## src/sv/aic_pkg.sv

```systemverilog
package aic_pkg;

  localparam int NUM_UP        = 4;
  localparam int NUM_DOWN      = 4;
  localparam int PENDING_DEPTH = 16;
  localparam int ADDR_WIDTH    = 48;
  localparam int SHIFT_W       = 6;
  localparam int SHIFT_RESET   = 12;

  localparam int UP_BITS    = $clog2(NUM_UP);
  localparam int DOWN_BITS  = $clog2(NUM_DOWN);
  localparam int PTR_BITS   = $clog2(PENDING_DEPTH);
  localparam int CNT_BITS   = $clog2(PENDING_DEPTH + 1);
  localparam int ADDR_IDX_W = $clog2(ADDR_WIDTH);

  typedef struct packed {
    logic [3:0]            up_req_valid;
    logic [ADDR_WIDTH-1:0] up0_addr;
    logic [ADDR_WIDTH-1:0] up1_addr;
    logic [ADDR_WIDTH-1:0] up2_addr;
    logic [ADDR_WIDTH-1:0] up3_addr;
    logic [3:0]            down_req_ready;
    logic [3:0]            down_resp_valid;
    logic [3:0]            up_resp_ready;
  } in_t;

  typedef struct packed {
    logic [3:0] up_req_take;
    logic [3:0] down_req_send;
    logic [7:0] down_req_from;
    logic [3:0] down_resp_take;
    logic [3:0] up_resp_send;
    logic [7:0] up_resp_from;
  } out_t;

  // controls driven into one target lane
  typedef struct packed {
    logic              adv;
    logic              resp_valid;
    logic              req_ready;
    logic [NUM_UP-1:0] up_ready;
    logic [NUM_UP-1:0] req_hit;
  } lane_in_t;

  // what one target lane found this cycle
  typedef struct packed {
    logic               elig;
    logic [UP_BITS-1:0] head_src;
    logic               send;
    logic [UP_BITS-1:0] from;
  } lane_stat_t;

  // target select: address bits [shift +: DOWN_BITS], zero above the address width
  function automatic logic [DOWN_BITS-1:0] route_of(logic [ADDR_WIDTH-1:0] addr,
                                                    logic [SHIFT_W-1:0] shift);
    logic [DOWN_BITS-1:0] r;
    logic [SHIFT_W:0]     pos;
    r = '0;
    for (int k = 0; k < DOWN_BITS; k++) begin
      pos = {1'b0, shift} + (SHIFT_W+1)'(k);
      if (pos < (SHIFT_W+1)'(ADDR_WIDTH)) begin
        r[k] = addr[pos[ADDR_IDX_W-1:0]];
      end
    end
    return r;
  endfunction

endpackage

```

## src/sv/address_interleaved_crossbar_unit.sv

```systemverilog
// Each result is registered in the output register, or in the skid on a stall.
// Throughput: one item per cycle while in_stall is low; each cycle's arbitration and queue update
// complete in one pass over the per-target lanes and the merge stage.
// A two-entry output buffer takes one more input transfer while a result is stalled.
// Reset (synchronous, rst_n low) empties all pending queues, drops buffered
// results and sets the interleave shift to 12; queue entries need no clearing.
module address_interleaved_crossbar_unit (
  input  logic                        clk,
  input  logic                        rst_n,
  input  logic                        in_valid,
  output logic                        in_stall,
  input  aic_pkg::in_t                in_data,
  output logic                        out_valid,
  input  logic                        out_stall,
  output aic_pkg::out_t               out_data,
  input  logic                        cfg_valid,
  output logic                        cfg_ready,
  input  logic [aic_pkg::SHIFT_W-1:0] cfg_data
);

  logic [aic_pkg::SHIFT_W-1:0]    shift_r;
  logic                           adv;
  logic [aic_pkg::ADDR_WIDTH-1:0] addr [aic_pkg::NUM_UP];
  logic [aic_pkg::DOWN_BITS-1:0]  route [aic_pkg::NUM_UP];
  aic_pkg::lane_in_t              lane_ctl [aic_pkg::NUM_DOWN];
  aic_pkg::lane_stat_t            lane_stat [aic_pkg::NUM_DOWN];
  logic [aic_pkg::NUM_DOWN-1:0]   pop;
  aic_pkg::out_t                  res;

  logic                           out_valid_r, skid_valid_r;
  aic_pkg::out_t                  out_data_r, skid_data_r;

  assign cfg_ready = 1'b1;

  always_ff @(posedge clk) begin
    if (!rst_n) begin
      shift_r <= aic_pkg::SHIFT_W'(aic_pkg::SHIFT_RESET);
    end else if (cfg_valid) begin
      shift_r <= cfg_data;
    end
  end

  assign in_stall = skid_valid_r;
  assign adv      = in_valid && !in_stall;

  assign addr[0] = in_data.up0_addr;
  assign addr[1] = in_data.up1_addr;
  assign addr[2] = in_data.up2_addr;
  assign addr[3] = in_data.up3_addr;

  always_comb begin
    for (int i = 0; i < aic_pkg::NUM_UP; i++) begin
      route[i] = aic_pkg::route_of(addr[i], shift_r);
    end
  end

  always_comb begin
    for (int t = 0; t < aic_pkg::NUM_DOWN; t++) begin
      lane_ctl[t].adv        = adv;
      lane_ctl[t].resp_valid = in_data.down_resp_valid[t];
      lane_ctl[t].req_ready  = in_data.down_req_ready[t];
      lane_ctl[t].up_ready   = in_data.up_resp_ready;
      for (int i = 0; i < aic_pkg::NUM_UP; i++) begin
        lane_ctl[t].req_hit[i] = in_data.up_req_valid[i] &&
                                 (route[i] == aic_pkg::DOWN_BITS'(t));
      end
    end
  end

  for (genvar t = 0; t < aic_pkg::NUM_DOWN; t++) begin : g_lane
    aic_lane u_lane (
      .clk  (clk),
      .rst_n(rst_n),
      .ctl  (lane_ctl[t]),
      .pop  (pop[t]),
      .stat (lane_stat[t])
    );
  end

  aic_merge u_merge (
    .stat(lane_stat),
    .pop (pop),
    .res (res)
  );

  always_ff @(posedge clk) begin
    if (!rst_n) begin
      out_valid_r  <= 1'b0;
      skid_valid_r <= 1'b0;
    end else if (!out_valid_r || !out_stall) begin
      // output slot free or leaving: refill from skid first, else from this cycle
      if (skid_valid_r) begin
        out_valid_r  <= 1'b1;
        skid_valid_r <= 1'b0;
      end else begin
        out_valid_r <= adv;
      end
    end else if (adv) begin
      skid_valid_r <= 1'b1;
    end
  end

  always_ff @(posedge clk) begin
    if (!out_valid_r || !out_stall) begin
      out_data_r <= skid_valid_r ? skid_data_r : res;
    end else if (adv) begin
      skid_data_r <= res;
    end
  end

  assign out_valid = out_valid_r;
  assign out_data  = out_data_r;

  a_skid_behind_out: assert property (@(posedge clk) disable iff (!rst_n)
    skid_valid_r |-> out_valid_r)
    else $error("skid holds a result while the output slot is empty");

  a_skid_catch: assert property (@(posedge clk) disable iff (!rst_n)
    out_valid_r && out_stall && adv |=> skid_valid_r && out_valid_r)
    else $error("transfer during output stall was not held in the skid");

  a_out_hold: assert property (@(posedge clk) disable iff (!rst_n)
    out_valid && out_stall |=> out_valid && $stable(out_data))
    else $error("stalled result changed or dropped");

endmodule

```

## src/sv/aic_lane.sv

```systemverilog
module aic_lane (
  input  logic                  clk,
  input  logic                  rst_n,
  input  aic_pkg::lane_in_t     ctl,
  input  logic                  pop,
  output aic_pkg::lane_stat_t   stat
);

  logic [aic_pkg::UP_BITS-1:0]  src_r [aic_pkg::PENDING_DEPTH];
  logic [aic_pkg::PTR_BITS-1:0] head_r, head_nxt;
  logic [aic_pkg::CNT_BITS-1:0] count_r, count_nxt, count_after;
  logic [aic_pkg::PTR_BITS-1:0] slot;
  logic                         any_req, full, push;
  logic [aic_pkg::UP_BITS-1:0]  pick;

  assign stat.head_src = src_r[head_r];
  assign stat.elig = ctl.resp_valid && (count_r != '0) && ctl.up_ready[stat.head_src];

  // the pop of this cycle frees space before the fullness check
  assign count_after = count_r - aic_pkg::CNT_BITS'(pop);
  assign full        = (count_after == aic_pkg::CNT_BITS'(aic_pkg::PENDING_DEPTH));

  // lowest requester index routed here wins
  always_comb begin
    any_req = 1'b0;
    pick    = '0;
    for (int i = aic_pkg::NUM_UP - 1; i >= 0; i--) begin
      if (ctl.req_hit[i]) begin
        any_req = 1'b1;
        pick    = aic_pkg::UP_BITS'(i);
      end
    end
  end

  assign push      = any_req && ctl.req_ready && !full;
  assign stat.send = push;
  assign stat.from = push ? pick : '0;

  assign slot      = head_r + count_r[aic_pkg::PTR_BITS-1:0];
  assign head_nxt  = pop ? head_r + 1'b1 : head_r;
  assign count_nxt = count_after + aic_pkg::CNT_BITS'(push);

  always_ff @(posedge clk) begin
    if (!rst_n) begin
      head_r  <= '0;
      count_r <= '0;
    end else if (ctl.adv) begin
      head_r  <= head_nxt;
      count_r <= count_nxt;
    end
  end

  always_ff @(posedge clk) begin
    if (ctl.adv && push) begin
      src_r[slot] <= pick;
    end
  end

  a_count_bound: assert property (@(posedge clk) disable iff (!rst_n)
    count_r <= aic_pkg::CNT_BITS'(aic_pkg::PENDING_DEPTH))
    else $error("pending count above depth");

  a_pop_elig: assert property (@(posedge clk) disable iff (!rst_n)
    pop |-> stat.elig)
    else $error("pop of a lane without an eligible response");

  a_push_grow: assert property (@(posedge clk) disable iff (!rst_n)
    ctl.adv && push && !pop |=> count_r == $past(count_r) + 1'b1)
    else $error("push did not grow the queue");

endmodule

```

## src/sv/aic_merge.sv

```systemverilog
module aic_merge (
  input  aic_pkg::lane_stat_t          stat [aic_pkg::NUM_DOWN],
  output logic [aic_pkg::NUM_DOWN-1:0] pop,
  output aic_pkg::out_t                res
);

  logic [aic_pkg::NUM_DOWN-1:0] blocked;

  // earlier target with the same head requester takes precedence
  always_comb begin
    blocked = '0;
    for (int t = 0; t < aic_pkg::NUM_DOWN; t++) begin
      for (int p = 0; p < t; p++) begin
        if (stat[p].elig && (stat[p].head_src == stat[t].head_src)) begin
          blocked[t] = 1'b1;
        end
      end
      pop[t] = stat[t].elig && !blocked[t];
    end
  end

  always_comb begin
    res = '0;
    for (int t = 0; t < aic_pkg::NUM_DOWN; t++) begin
      res.down_resp_take[t] = pop[t];
      res.down_req_send[t]  = stat[t].send;
      res.down_req_from[t*aic_pkg::UP_BITS +: aic_pkg::UP_BITS] = stat[t].from;
      if (pop[t]) begin
        res.up_resp_send[stat[t].head_src] = 1'b1;
        res.up_resp_from[stat[t].head_src*aic_pkg::DOWN_BITS +: aic_pkg::DOWN_BITS] =
          aic_pkg::DOWN_BITS'(t);
      end
      if (stat[t].send) begin
        res.up_req_take[stat[t].from] = 1'b1;
      end
    end
  end

endmodule
```

## config.mk

```make
export PLATFORM = sky130hd
export DESIGN_NAME = address_interleaved_crossbar_unit
export DESIGN_NICKNAME = d
export VERILOG_FILES = /design/src/sv/aic_pkg.sv /design/src/sv/address_interleaved_crossbar_unit.sv /design/src/sv/aic_lane.sv /design/src/sv/aic_merge.sv
export SDC_FILE = /design/constraint.sdc
export NUM_CORES = 1
export LEC_CHECK = 0
export BUFFER_PORTS_ARGS = -buffer_cell sky130_fd_sc_hd__buf_4
export CAP_MARGIN = 30
export CORE_MARGIN = 2
export CORE_UTILIZATION = 36
export DETAILED_ROUTE_END_ITERATION = 6
export GPL_ROUTABILITY_DRIVEN = 0
export SLEW_MARGIN = 0
export SYNTH_ARGS = -nofsm -noshare
export SYNTH_HDL_FRONTEND = slang
export SYNTH_HIERARCHICAL = 1
export SYNTH_SLANG_ARGS = --single-unit
```

## constraint.sdc

```tcl
create_clock -name clk -period 5.9 [get_ports clk]
set_input_delay 0.295 -clock clk [delete_from_list [all_inputs] [get_ports clk]]
set_output_delay 0.295 -clock clk [all_outputs]
set_load 0.02 [all_outputs]
```

==> summary.md, run 1 <==
| Metric | Value |
|---|---|
| Site row count | 76 |
| Yosys warns | 6 |
| Internal | 0.00356 W |
| Worst-case headroom to the max-slew limit | 0.323 |
| DR pass1 iterations | 5 |
| GRT Overall Usage | 0.182 |
| Endpoints failing setup | 0 |
| Clock root cell | clkbuf_16 |
| R2R Setup Slk | 0.45 ns |
| Max Fanout on Critical Path | 8 |
| Area delta synth->final | 20.3% |
| Setup tns final | 0 ns |
| Sw frac | 0.285 |
| DRT iter0 DRCs | 836 |
| Placed cell area | 18200 um^2 |
| Pins Over Slew Limit | 0 |
| CTS buffer count | 27 |
| Crit path launch type | register |
| Reg power frac | 0.423 |
| Crit path largest cell delay | 0.61 ns |
| Synth Register Bits | 252 |
| Worst-Margin Slew | 1.01 ns |
| Antenna violations before repair | 0 |
| Mapped Avg Cell Area | 13.0 um^2 |
| Largest net degree at the start of global routing | 80 |
| Worst min-delay path category | input pin to register |
| Layout fillers | 3975 |
| Syn nets | 1476 |
| Period utilization | 0.923 |
| Via count | 11300 |
| Sw power | 0.00142 W |
| CTS sink cnt | 252 |
| Max Clock Skew | 0.0155 ns |
| CTS Buffer Depth | 3 |
| Fin area | 19100 um^2 |
| Crit-path leading delay family | multiplexers |
| Die Y | 214 um |
| VDD IR max | 0.198 mV |
| Number of synthesized flops with an enable pin | 192 |
| Vias in the first global route | 11500 |
| Fmax | 0.184 GHz |
| Critical path class | register to register |
| Unique masters post-synth | 78 |
| PD cells | 261 nW/um^2 |
| Sequential share of the synthesized area | 0.439 |
| First-pass GRT wire length | 64800 um |
| N_diodes | 0 |
| Worst-skew pair later-pin latency | 0.54 ns |
| Initial core utilization | 0.367 |
| Clock power frac | 0.329 |
| Max_cap viols | 0 |
| Antenna-violating nets left | 0 |
| Input/output buffers | 252 |
| Htree depth | 1 |
| DP HPWL | 32800 um |
| Postcts setup bufs | 0 |
| Slowest-stage cell, CP | mux4_2 |
| Synth Flop Type | edfxtp_1 |
| Fin util | 0.441 |
| CTS tree | built |
| Worst-path clk slew | 0.06 ns |
| Share of layout cells above drive strength 1 | 0.357 |
| CP bufs+invs | 1 |
| Hold slack | 0.0277 ns |
| Ys async rst share | 0 |
| Nets | 1691 |
| Status | finished, final reports clean |
| Worst path cell trace | mux4_2, mux4_2, mux2_4, nor2_2, a211oi_2, nand2b_1, o221ai_1, a21oi_1, ha_1, ha_1, nand2_1, nor2_1, a21oi_1, o21ai_1, nor3_1, buf_4, and3b_1, a31oi_1, o221ai_1, mux2_2 |
| Critical Path End Type | register |
| Commonest non-fill, non-tap cells in the layout | buf_4, edfxtp_1, mux4_2, nand2_1, mux2i_1 |
| DRC | 0 |
| Total congestion overflow | 0 |
| Die ar. | 45800 um^2 |
| Total power | 0.00498 W |
| Drt via density | 5.54 |
| Leakage | 7.02 nW |
| Required @ worst endpoint | 6.19 ns |
| Power share of the combinational group | 0.248 |
| Worst EP arrival | 5.74 ns |
| RSZ-0062 raised after global routing | no |
| Minimum clock period | 5.45 ns |
| Final wirelength | 41900 um |
| Post-Synthesis Cells | 1224 |
| Core box area | 43300 um^2 |
| Final Hold Viols | 0 |
| Most common cell after layout, fill and taps aside | buf_4 |
| Mapped cell area | 15900 um^2 |
| Die width | 214 um |
| Wirelength per Cell | 20.5 um |
| Total I/O pin count | 254 |
## sequential cells by signal, summed over array words and instances (netlist names), named ones only
register / flops
skid_data_r: 32
shift_r: 6
in_stall: 1
g_lane.u_lane/count_r: 20
out_data: 32
g_lane.u_lane/src_r: 128
g_lane.u_lane/head_r: 16
out_valid: 1
## worst register-to-register path: cells and delay by family (launching register included)
kind | cells | cell delay, ns
buffers and inverters | 1 | 0.16
adders and majority gates | 2 | 0.52
muxes | 4 | 1.71
and+or+nand+nor | 6 | 0.75
AOI/OAI and AO/OA | 7 | 1.51
DFF | 1 | 0.55
## timing repair
action,4_1_cts,5_1_grt
hold buffers,2,0
resized for setup,0,3
setup endpoints to repair,0,3
hold endpoints to repair,2,0
## logic make-up (layout without fill, tap and decap cells)
group,after synthesis,after routing,synth area share
buf+inv,135,370,0.0462
xor+xnor,57,57,0.0329
fa+ha+maj,33,33,0.0279
compound gates,157,157,0.0716
simple gates,349,349,0.115
other cells,1,1,0.000236
mux,240,240,0.267
flops,252,252,0.439
## power by group through the flow
| stage | Clock, W | Sequential (W) | Combinational, W |
|---|---|---|---|
| floorplan | 0 | 0.00215 | 0.000795 |
| global placement | 0 | 0.00215 | 0.00121 |
| detailed placement | 0 | 0.00215 | 0.00123 |
| CTS | 0.00168 | 0.00211 | 0.00124 |
| global route | 0.00174 | 0.00211 | 0.00134 |
| finish | 0.00164 | 0.00211 | 0.00123 |
## through the flow
stage	instances	setup WS [ns]
finish	2044	0.452
floorplan	1224	0.655
global placement	1991	0.433
global route	2044	0.0200
detailed placement	1993	0.210
CTS	2044	0.187
## layer usage
metal	share of wire	GRT usage	vias up
met5	0	0	-
met4	0.028	0.0577	0
met3	0.061	0.0243	55
met2	0.49	0.315	415
met1	0.42	0.237	5600
li1	-	-	5252
## area by class of cell
type / instances / area (um^2) / area share
flip-flops and latches: 252 / 6970 / 0.365
clock buffers: 34 / 722 / 0.0378
inverters: 37 / 139 / 0.00728
repair buffers: 284 / 2170 / 0.114
multi-input cells: 837 / 8200 / 0.430
well taps: 585 / 732 / 0.0384
clock inverters: 15 / 131 / 0.00689
## final timing paths
check,startpoint,endpoint,cells after the start
max,register,out_data[30]$_DFFE_PN_,20
min,cfg_data[5],shift_r[5]$_SDFFE_PN0P_,3
min reg2reg,g_lane[3].u_lane/head_r[3]$_SDFFE_PN0P_,g_lane[3].u_lane/head_r[3]$_SDFFE_PN0P_,2
max reg2reg,register,out_data[30]$_DFFE_PN_,20
## cells in the mapped netlist (all sizes together) (5+ instances only)
cell type  number  area (um^2)
ha             29          363
a21boi          7         52.6
nor2           65          254
o22ai           8         50.1
mux2i          63          631
nor4           32          200
clkbuf         42          158
a31oi           5         31.3
a32o            6         60.1
mux2           40          465
or2             5         31.3
nor2b          25          156
mux4          137         3140
o21ai          31          163
o21a            9         67.6
inv            36          135
o2111ai         5         43.8
nand3          31          155
o32ai           8         70.1
edfxtp        192         5770
o211ai          9         72.6
a211oi          5         37.5
buf            56          435
nand2          77          289
nand2b         21          131
and2           17          106
and4            6         52.6
or3             6         37.5
a21oi          24          120
dfxtp          60         1200
xnor2          31          279
xor2           26          243
nor3           43          230
o311ai          5         51.3
Power figures use the tool's default switching activity.
==> run 2, diff against run 1 <==
--- a/config.mk
+++ b/config.mk
@@ -7,6 +7,7 @@
 export LEC_CHECK = 0
 export BUFFER_PORTS_ARGS = -buffer_cell sky130_fd_sc_hd__buf_4
 export CAP_MARGIN = 30
+export CORE_ASPECT_RATIO = 1.5
 export CORE_MARGIN = 2
 export CORE_UTILIZATION = 36
 export DETAILED_ROUTE_END_ITERATION = 6
==> summary.md, run 2 (synthesized netlist as in run 1, its figures left out) <==
| Metric | Value |
|---|---|
| CTS tree | built (unchanged) |
| Seq. cell area | 6970 um^2 (about the same) |
| Final wirelength | 43100 um (was 41900 um) |
| Input/output buffers | 252 (unchanged) |
| GRT Overall Usage | 0.187 (was 0.182) |
| Layout fillers | 4029 (was 3975) |
| Antenna violations before repair | 0 (unchanged) |
| Max Fanout on Critical Path | 14 (was 8) |
| Status | finished, final reports clean (unchanged) |
| Final Hold Viols | 0 (unchanged) |
| Site row count | 94 (was 76) |
| Worst min-delay path category | input pin to register (unchanged) |
| Pins Over Slew Limit | 0 (unchanged) |
| Setup tns final | 0 ns (unchanged) |
| Share of layout cells above drive strength 1 | 0.355 (was 0.357) |
| Total congestion overflow | 0 (unchanged) |
| Worst-Margin Slew | 1.11 ns (was 1.01 ns) |
| RSZ-0062 raised after global routing | no (unchanged) |
| Htree depth | 1 (unchanged) |
| Critical Path End Type | register (unchanged) |
| Drt via density | 5.55 (was 5.54) |
| Largest net degree at the start of global routing | 64 (was 80) |
| Core box area | 43600 um^2 (was 43300 um^2) |
| CTS buffer count | 26 (was 27) |
| R2R Setup Slk | 0.40 ns (was 0.45 ns) |
| Worst EP arrival | 5.79 ns (was 5.74 ns) |
| Antenna-violating nets left | 0 (unchanged) |
| Commonest non-fill, non-tap cells in the layout | buf_4, edfxtp_1, mux4_2, nand2_1, mux2i_1 (unchanged) |
| Fmax | 0.182 GHz (was 0.184 GHz) |
| Clock root cell | clkbuf_16 (unchanged) |
| Max Clock Skew | 0.0107 ns (was 0.0155 ns) |
| Worst-skew pair later-pin latency | 0.54 ns (about the same) |
| DP HPWL | 34500 um (was 32800 um) |
| Die ar. | 45800 um^2 (about the same) |
| Required @ worst endpoint | 6.19 ns (about the same) |
| PD cells | 262 nW/um^2 (was 261 nW/um^2) |
| Total I/O pin count | 254 (unchanged) |
| Area delta synth->final | 20.1% (was 20.3%) |
| Hold slack | 0.0293 ns (was 0.0277 ns) |
| Footprint of the multi-input gates | 8200 um^2 (about the same) |
| Nets | 1689 (was 1691) |
| Via count | 11300 (about the same) |
| Total power | 0.00499 W (was 0.00498 W) |
| Initial core utilization | 0.363 (was 0.367) |
| Worst-case headroom to the max-slew limit | 0.240 (was 0.323) |
| Hold Path Origin | cfg_data[4] (was cfg_data[5]) |
| First-pass GRT wire length | 66300 um (was 64800 um) |
| DRT iter0 DRCs | 514 (was 836) |
| Die Y | 261 um (was 214 um) |
| VDD IR max | 0.165 mV (was 0.198 mV) |
| Max_cap viols | 0 (unchanged) |
| Largest Register | g_lane.u_lane/src_r (unchanged) |
| CTS sink cnt | 252 (unchanged) |
| Crit path launch type | register (unchanged) |
| DRC | 0 (unchanged) |
| DR pass1 iterations | 5 (unchanged) |
| Minimum clock period | 5.50 ns (was 5.45 ns) |
| Worst-path clk slew | 0.06 ns (about the same) |
| CTS Buffer Depth | 3 (unchanged) |
| Most common cell after layout, fill and taps aside | buf_4 (unchanged) |
| Max reg flops | 128 (unchanged) |
| Wirelength per Cell | 21.2 um (was 20.5 um) |
| Period utilization | 0.931 (was 0.923) |
| Endpoints failing setup | 0 (unchanged) |
| Die width | 175 um (was 214 um) |
| Leakage | 7.00 nW (was 7.02 nW) |
| N_diodes | 0 (unchanged) |
| Vias in the first global route | 11700 (was 11500) |
| Critical path class | register to register (unchanged) |
## run 2: changes by cell type in the layout (fill, tap and decap cells not counted), sizes merged
cell / before / now
bufinv: 2 / 3
clkbuf: 34 / 32
inv: 37 / 38
buf: 282 / 281
clkinvlp: 1 / 4
clkinv: 12 / 7
## run 2: metal layers
| layer | up-vias | track usage | wire, um |
|---|---|---|---|
| li1 | 5249 | - | - |
| met3 | 71 | 0.0267 | 2410 |
| met4 | 0 | 0.0794 | 1710 |
| met1 | 5523 | 0.198 | 15200 |
| met5 | - | 0 | 0 |
| met2 | 439 | 0.365 | 23800 |
## run 2: power by group
part / total, W / internal (W) / leakage, nW / switching [W]
clock: 0.00165 / 0.000971 / 0.405 / 0.000679
combinational: 0.00123 / 0.000561 / 4.28 / 0.000667
sequential: 0.00211 / 0.00204 / 2.31 / 0.0000633
total: 0.00499 / 0.00358 / 7.00 / 0.00141
## run 2: worst paths after layout
check                                            endpoint  cells after the start
hold reg to reg   g_lane[2].u_lane/head_r[3]$_SDFFE_PN0P_                      2
setup reg to reg                   out_data[29]$_DFFE_PN_                     18
hold / removal                    shift_r[4]$_SDFFE_PN0P_                      3
setup / recovery                   out_data[29]$_DFFE_PN_                     18
## run 2: stage by stage
| step | utilization | worst slack, ns | std cells | instance area, um^2 |
|---|---|---|---|---|
| 2_1_floorplan | - | 0.655 | 1224 | 15900 |
| 3_3_place_gp | 0.416 | 0.562 | 1981 | 18100 |
| 3_5_place_dp | 0.416 | 0.356 | 1983 | 18200 |
| 4_1_cts | 0.436 | 0.335 | 2032 | 19000 |
| 5_1_grt | 0.436 | 0.0103 | 2032 | 19000 |
| 6_report | 0.436 | 0.405 | 2032 | 19000 |
## run 2: repair_timing
action,in CTS,in global routing
endpoints found under the hold margin,2,0
resized for setup,0,1
setup endpoints to repair,0,1
buffers inserted,0,0
hold buffers,2,0
## run 2: critical path: stages, from the launching register on
cell and delay [ns]:
dfxtp_1 0.55, mux4_2 0.55, mux4_2 0.62, mux2_4 0.25, nor2_2 0.03, a211oi_1 0.52, o31ai_1 0.16, a21oi_1 0.37
ha_1 0.27, nor2b_1 0.26, xnor2_1 0.10, a21oi_1 0.26, o21ai_1 0.13, buf_4 0.20, nor2b_1 0.26, nor2b_1 0.10
a32oi_1 0.18, o211ai_1 0.13, mux2_2 0.28
## run 2: area by class of cell
type | count | area share
clock buffers | 32 | 0.0365
flip-flops and latches | 252 | 0.366
clock inverters | 15 | 0.00874
multi-input cells | 837 | 0.430
inverters | 37 | 0.00729
repair buffers | 283 | 0.113
well taps | 576 | 0.0378
==> run 3, diff against run 2 <==
--- a/config.mk
+++ b/config.mk
@@ -9,7 +9,8 @@
 export CAP_MARGIN = 30
 export CORE_ASPECT_RATIO = 1.5
 export CORE_MARGIN = 2
-export CORE_UTILIZATION = 36
+export CORE_UTILIZATION = 39
+export CTS_CLUSTER_DIAMETER = 200
 export DETAILED_ROUTE_END_ITERATION = 6
 export GPL_ROUTABILITY_DRIVEN = 0
 export SLEW_MARGIN = 0
==> summary.md, run 3 (synthesized netlist as in run 1, its figures left out) <==
| Metric | Value |
|---|---|
| Status | finished, final reports clean (unchanged) |
| Max reg flops | 128 (unchanged) |
| Worst-skew pair later-pin latency | 0.54 ns (about the same) |
| Core box area | 40200 um^2 (was 43600 um^2) |
| CTS sink cnt | 252 (unchanged) |
| DR pass1 iterations | 6 (was 5) |
| Wirelength per Cell | 21.3 um (was 21.2 um) |
| VDD IR max | 0.211 mV (was 0.165 mV) |
| Setup tns final | 0 ns (unchanged) |
| Final wirelength | 42000 um (was 43100 um) |
| Placed cell area | 18100 um^2 (was 18200 um^2) |
| Htree depth | 1 (unchanged) |
| Total I/O pin count | 254 (unchanged) |
| PD cells | 264 nW/um^2 (was 262 nW/um^2) |
| Endpoints failing setup | 0 (unchanged) |
| Largest Register | g_lane.u_lane/src_r (unchanged) |
| DRT iter0 DRCs | 464 (was 514) |
| Top routing layer used | met4 (unchanged) |
| Sw power | 0.00145 W (was 0.00141 W) |
| Die width | 169 um (was 175 um) |
| Worst r2r path cells | 20 (was 18) |
| Pins Over Slew Limit | 0 (unchanged) |
| Crit path largest cell delay | 0.63 ns (was 0.62 ns) |
| First-pass GRT wire length | 65200 um (was 66300 um) |
| Largest net degree at the start of global routing | 95 (was 64) |
| Critical path class | register to register (unchanged) |
| Postcts setup bufs | 0 (unchanged) |
| R2R Setup Slk | 0.43 ns (was 0.40 ns) |
| Vias in the first global route | 11600 (was 11700) |
| Met1 WL | 15200 um (about the same) |
| Leakage | 7.04 nW (was 7.00 nW) |
| Fin area | 19000 um^2 (about the same) |
| Power share of the combinational group | 0.245 (was 0.246) |
| Routed length on met2 | 23500 um (was 23800 um) |
| Worst path cell trace | mux4_2, mux4_2, mux2_4, nor2_2, a211oi_2, nand2_1, o221ai_1, a21oi_1, ha_1, ha_1, nand2_1, nor2_1, a21oi_1, o21ai_1, buf_4, nor2b_1, nor2b_1, a32oi_1, o211ai_1, mux2_2 (was mux4_2, mux4_2, mux2_4, nor2_2, a211oi_1, o31ai_1, a21oi_1, ha_1, nor2b_1, xnor2_1, a21oi_1, o21ai_1, buf_4, nor2b_1, nor2b_1, a32oi_1, o211ai_1, mux2_2) |
| Minimum clock period | 5.47 ns (was 5.50 ns) |
| N_diodes | 0 (unchanged) |
| Drt via density | 5.71 (was 5.55) |
| CTS buffer count | 25 (was 26) |
| Input/output buffers | 252 (unchanged) |
| Clock root cell | clkbuf_16 (unchanged) |
| Nets | 1693 (was 1689) |
| Commonest non-fill, non-tap cells in the layout | buf_4, edfxtp_1, mux4_2, nand2_1, mux2i_1 (unchanged) |
| Max Clock Skew | 0.0111 ns (was 0.0107 ns) |
| Fmax | 0.183 GHz (was 0.182 GHz) |
| Critical Path End Type | register (unchanged) |
| Worst min-delay path category | input pin to register (unchanged) |
| Die ar. | 42300 um^2 (was 45800 um^2) |
| Share of layout cells above drive strength 1 | 0.360 (was 0.355) |
| Max_cap viols | 0 (unchanged) |
| Reg power frac | 0.420 (was 0.423) |
| Worst-path clk slew | 0.07 ns (was 0.06 ns) |
| DRC | 0 (unchanged) |
| Final Hold Viols | 0 (unchanged) |
| GRT Overall Usage | 0.198 (was 0.187) |
| Crit path launch type | register (unchanged) |
| Period utilization | 0.927 (was 0.931) |
| FF-to-FF End | out_data[29]$_DFFE_PN_ (unchanged) |
| Setup crit end | out_data[29]$_DFFE_PN_ (unchanged) |
| Most common cell after layout, fill and taps aside | buf_4 (unchanged) |
| Worst-case headroom to the max-slew limit | 0.304 (was 0.240) |
| Clock power frac | 0.335 (was 0.331) |
| Antenna-violating nets left | 0 (unchanged) |
| Slowest-stage cell, CP | mux4_2 (unchanged) |
| CTS Buffer Depth | 3 (unchanged) |
| Max Fanout on Critical Path | 14 (unchanged) |
| Worst-Margin Slew | 1.01 ns (was 1.11 ns) |
| Antenna violations before repair | 0 (unchanged) |
| Site row count | 90 (was 94) |
| Layout fillers | 3494 (was 4029) |
| Worst EP arrival | 5.76 ns (was 5.79 ns) |
| Area delta synth->final | 19.8% (was 20.1%) |
| Initial core utilization | 0.395 (was 0.363) |
| DP HPWL | 33700 um (was 34500 um) |
| Internal | 0.00356 W (was 0.00358 W) |
| Met3 wire length | 2130 um (was 2410 um) |
| Via count | 11200 (was 11300) |
| Die Y | 251 um (was 261 um) |
| Sw frac | 0.289 (was 0.283) |
| Required @ worst endpoint | 6.19 ns (about the same) |
| CTS tree | built (unchanged) |
| Total congestion overflow | 0 (unchanged) |
## run 3: final cells by class
type,count,area (um^2),share of cell area
repair buffers,288,2200,0.116
well taps,506,633,0.0333
multi-input cells,837,8200,0.432
clock inverters,16,199,0.0105
flip-flops and latches,252,6970,0.367
inverters,37,139,0.00731
clock buffers,30,664,0.0350
## run 3: power groups by stage
stage / logic (W) / registers (W) / clock network (W)
2_1_floorplan: 0.000795 / 0.00215 / 0
3_3_place_gp: 0.00121 / 0.00214 / 0
3_5_place_dp: 0.00123 / 0.00215 / 0
4_1_cts: 0.00123 / 0.00211 / 0.00173
5_1_grt: 0.00134 / 0.00211 / 0.00178
6_report: 0.00123 / 0.00210 / 0.00168
## run 3: worst min path at each step
stage / from / to / slack [ns] / depth (start not counted)
3_3_place_gp: g_lane[3].u_lane/head_r[3]$_SDFFE_PN0P_ / g_lane[3].u_lane/head_r[3]$_SDFFE_PN0P_ / 0.50 / 2
4_1_cts: cfg_data[4] / shift_r[4]$_SDFFE_PN0P_ / 0.01 / 3
6_report: cfg_data[4] / shift_r[4]$_SDFFE_PN0P_ / 0.03 / 3
5_1_grt: cfg_data[4] / shift_r[4]$_SDFFE_PN0P_ / 0.03 / 3
3_5_place_dp: g_lane[2].u_lane/head_r[3]$_SDFFE_PN0P_ / g_lane[2].u_lane/head_r[3]$_SDFFE_PN0P_ / 0.52 / 2
2_1_floorplan: rst_n / shift_r[2]$_SDFFE_PN1P_ / 0.36 / 1
## run 3: timing repair
| item | in CTS | in global routing |
|---|---|---|
| hold endpoints to repair | 4 | 0 |
| endpoints found under the setup margin | 0 | 5 |
| hold buffers | 4 | 0 |
| gates resized for setup | 0 | 3 |
## run 3: critical path, delay by kind of cell, from the launching register on
kind | cells | cell delay [ns]
flops | 1 | 0.57
mux | 4 | 1.71
compound gates | 7 | 1.46
simple gates | 6 | 0.76
fa+ha+maj | 2 | 0.52
buf+inv | 1 | 0.21
## run 3: per-stage QoR
stage / hold slack (ns) / worst slack, ns / util / instances / power, W
CTS: 0.0111 / 0.134 / 0.472 / 1966 / 0.00507
finish: 0.0315 / 0.430 / 0.473 / 1966 / 0.00501
global route: 0.0283 / -0.0197 / 0.473 / 1966 / 0.00523
global placement: 0.498 / 0.272 / 0.450 / 1915 / 0.00336
detailed placement: 0.516 / 0.146 / 0.450 / 1916 / 0.00337
floorplan: 0.357 / 0.655 / - / 1224 / 0.00295
## run 3: per-layer routing
metal | vias up | GRT usage
li1 | 5258 | -
met1 | 5528 | 0.217
met2 | 389 | 0.392
met3 | 49 | 0.0242
met4 | 0 | 0.0601
met5 | - | 0
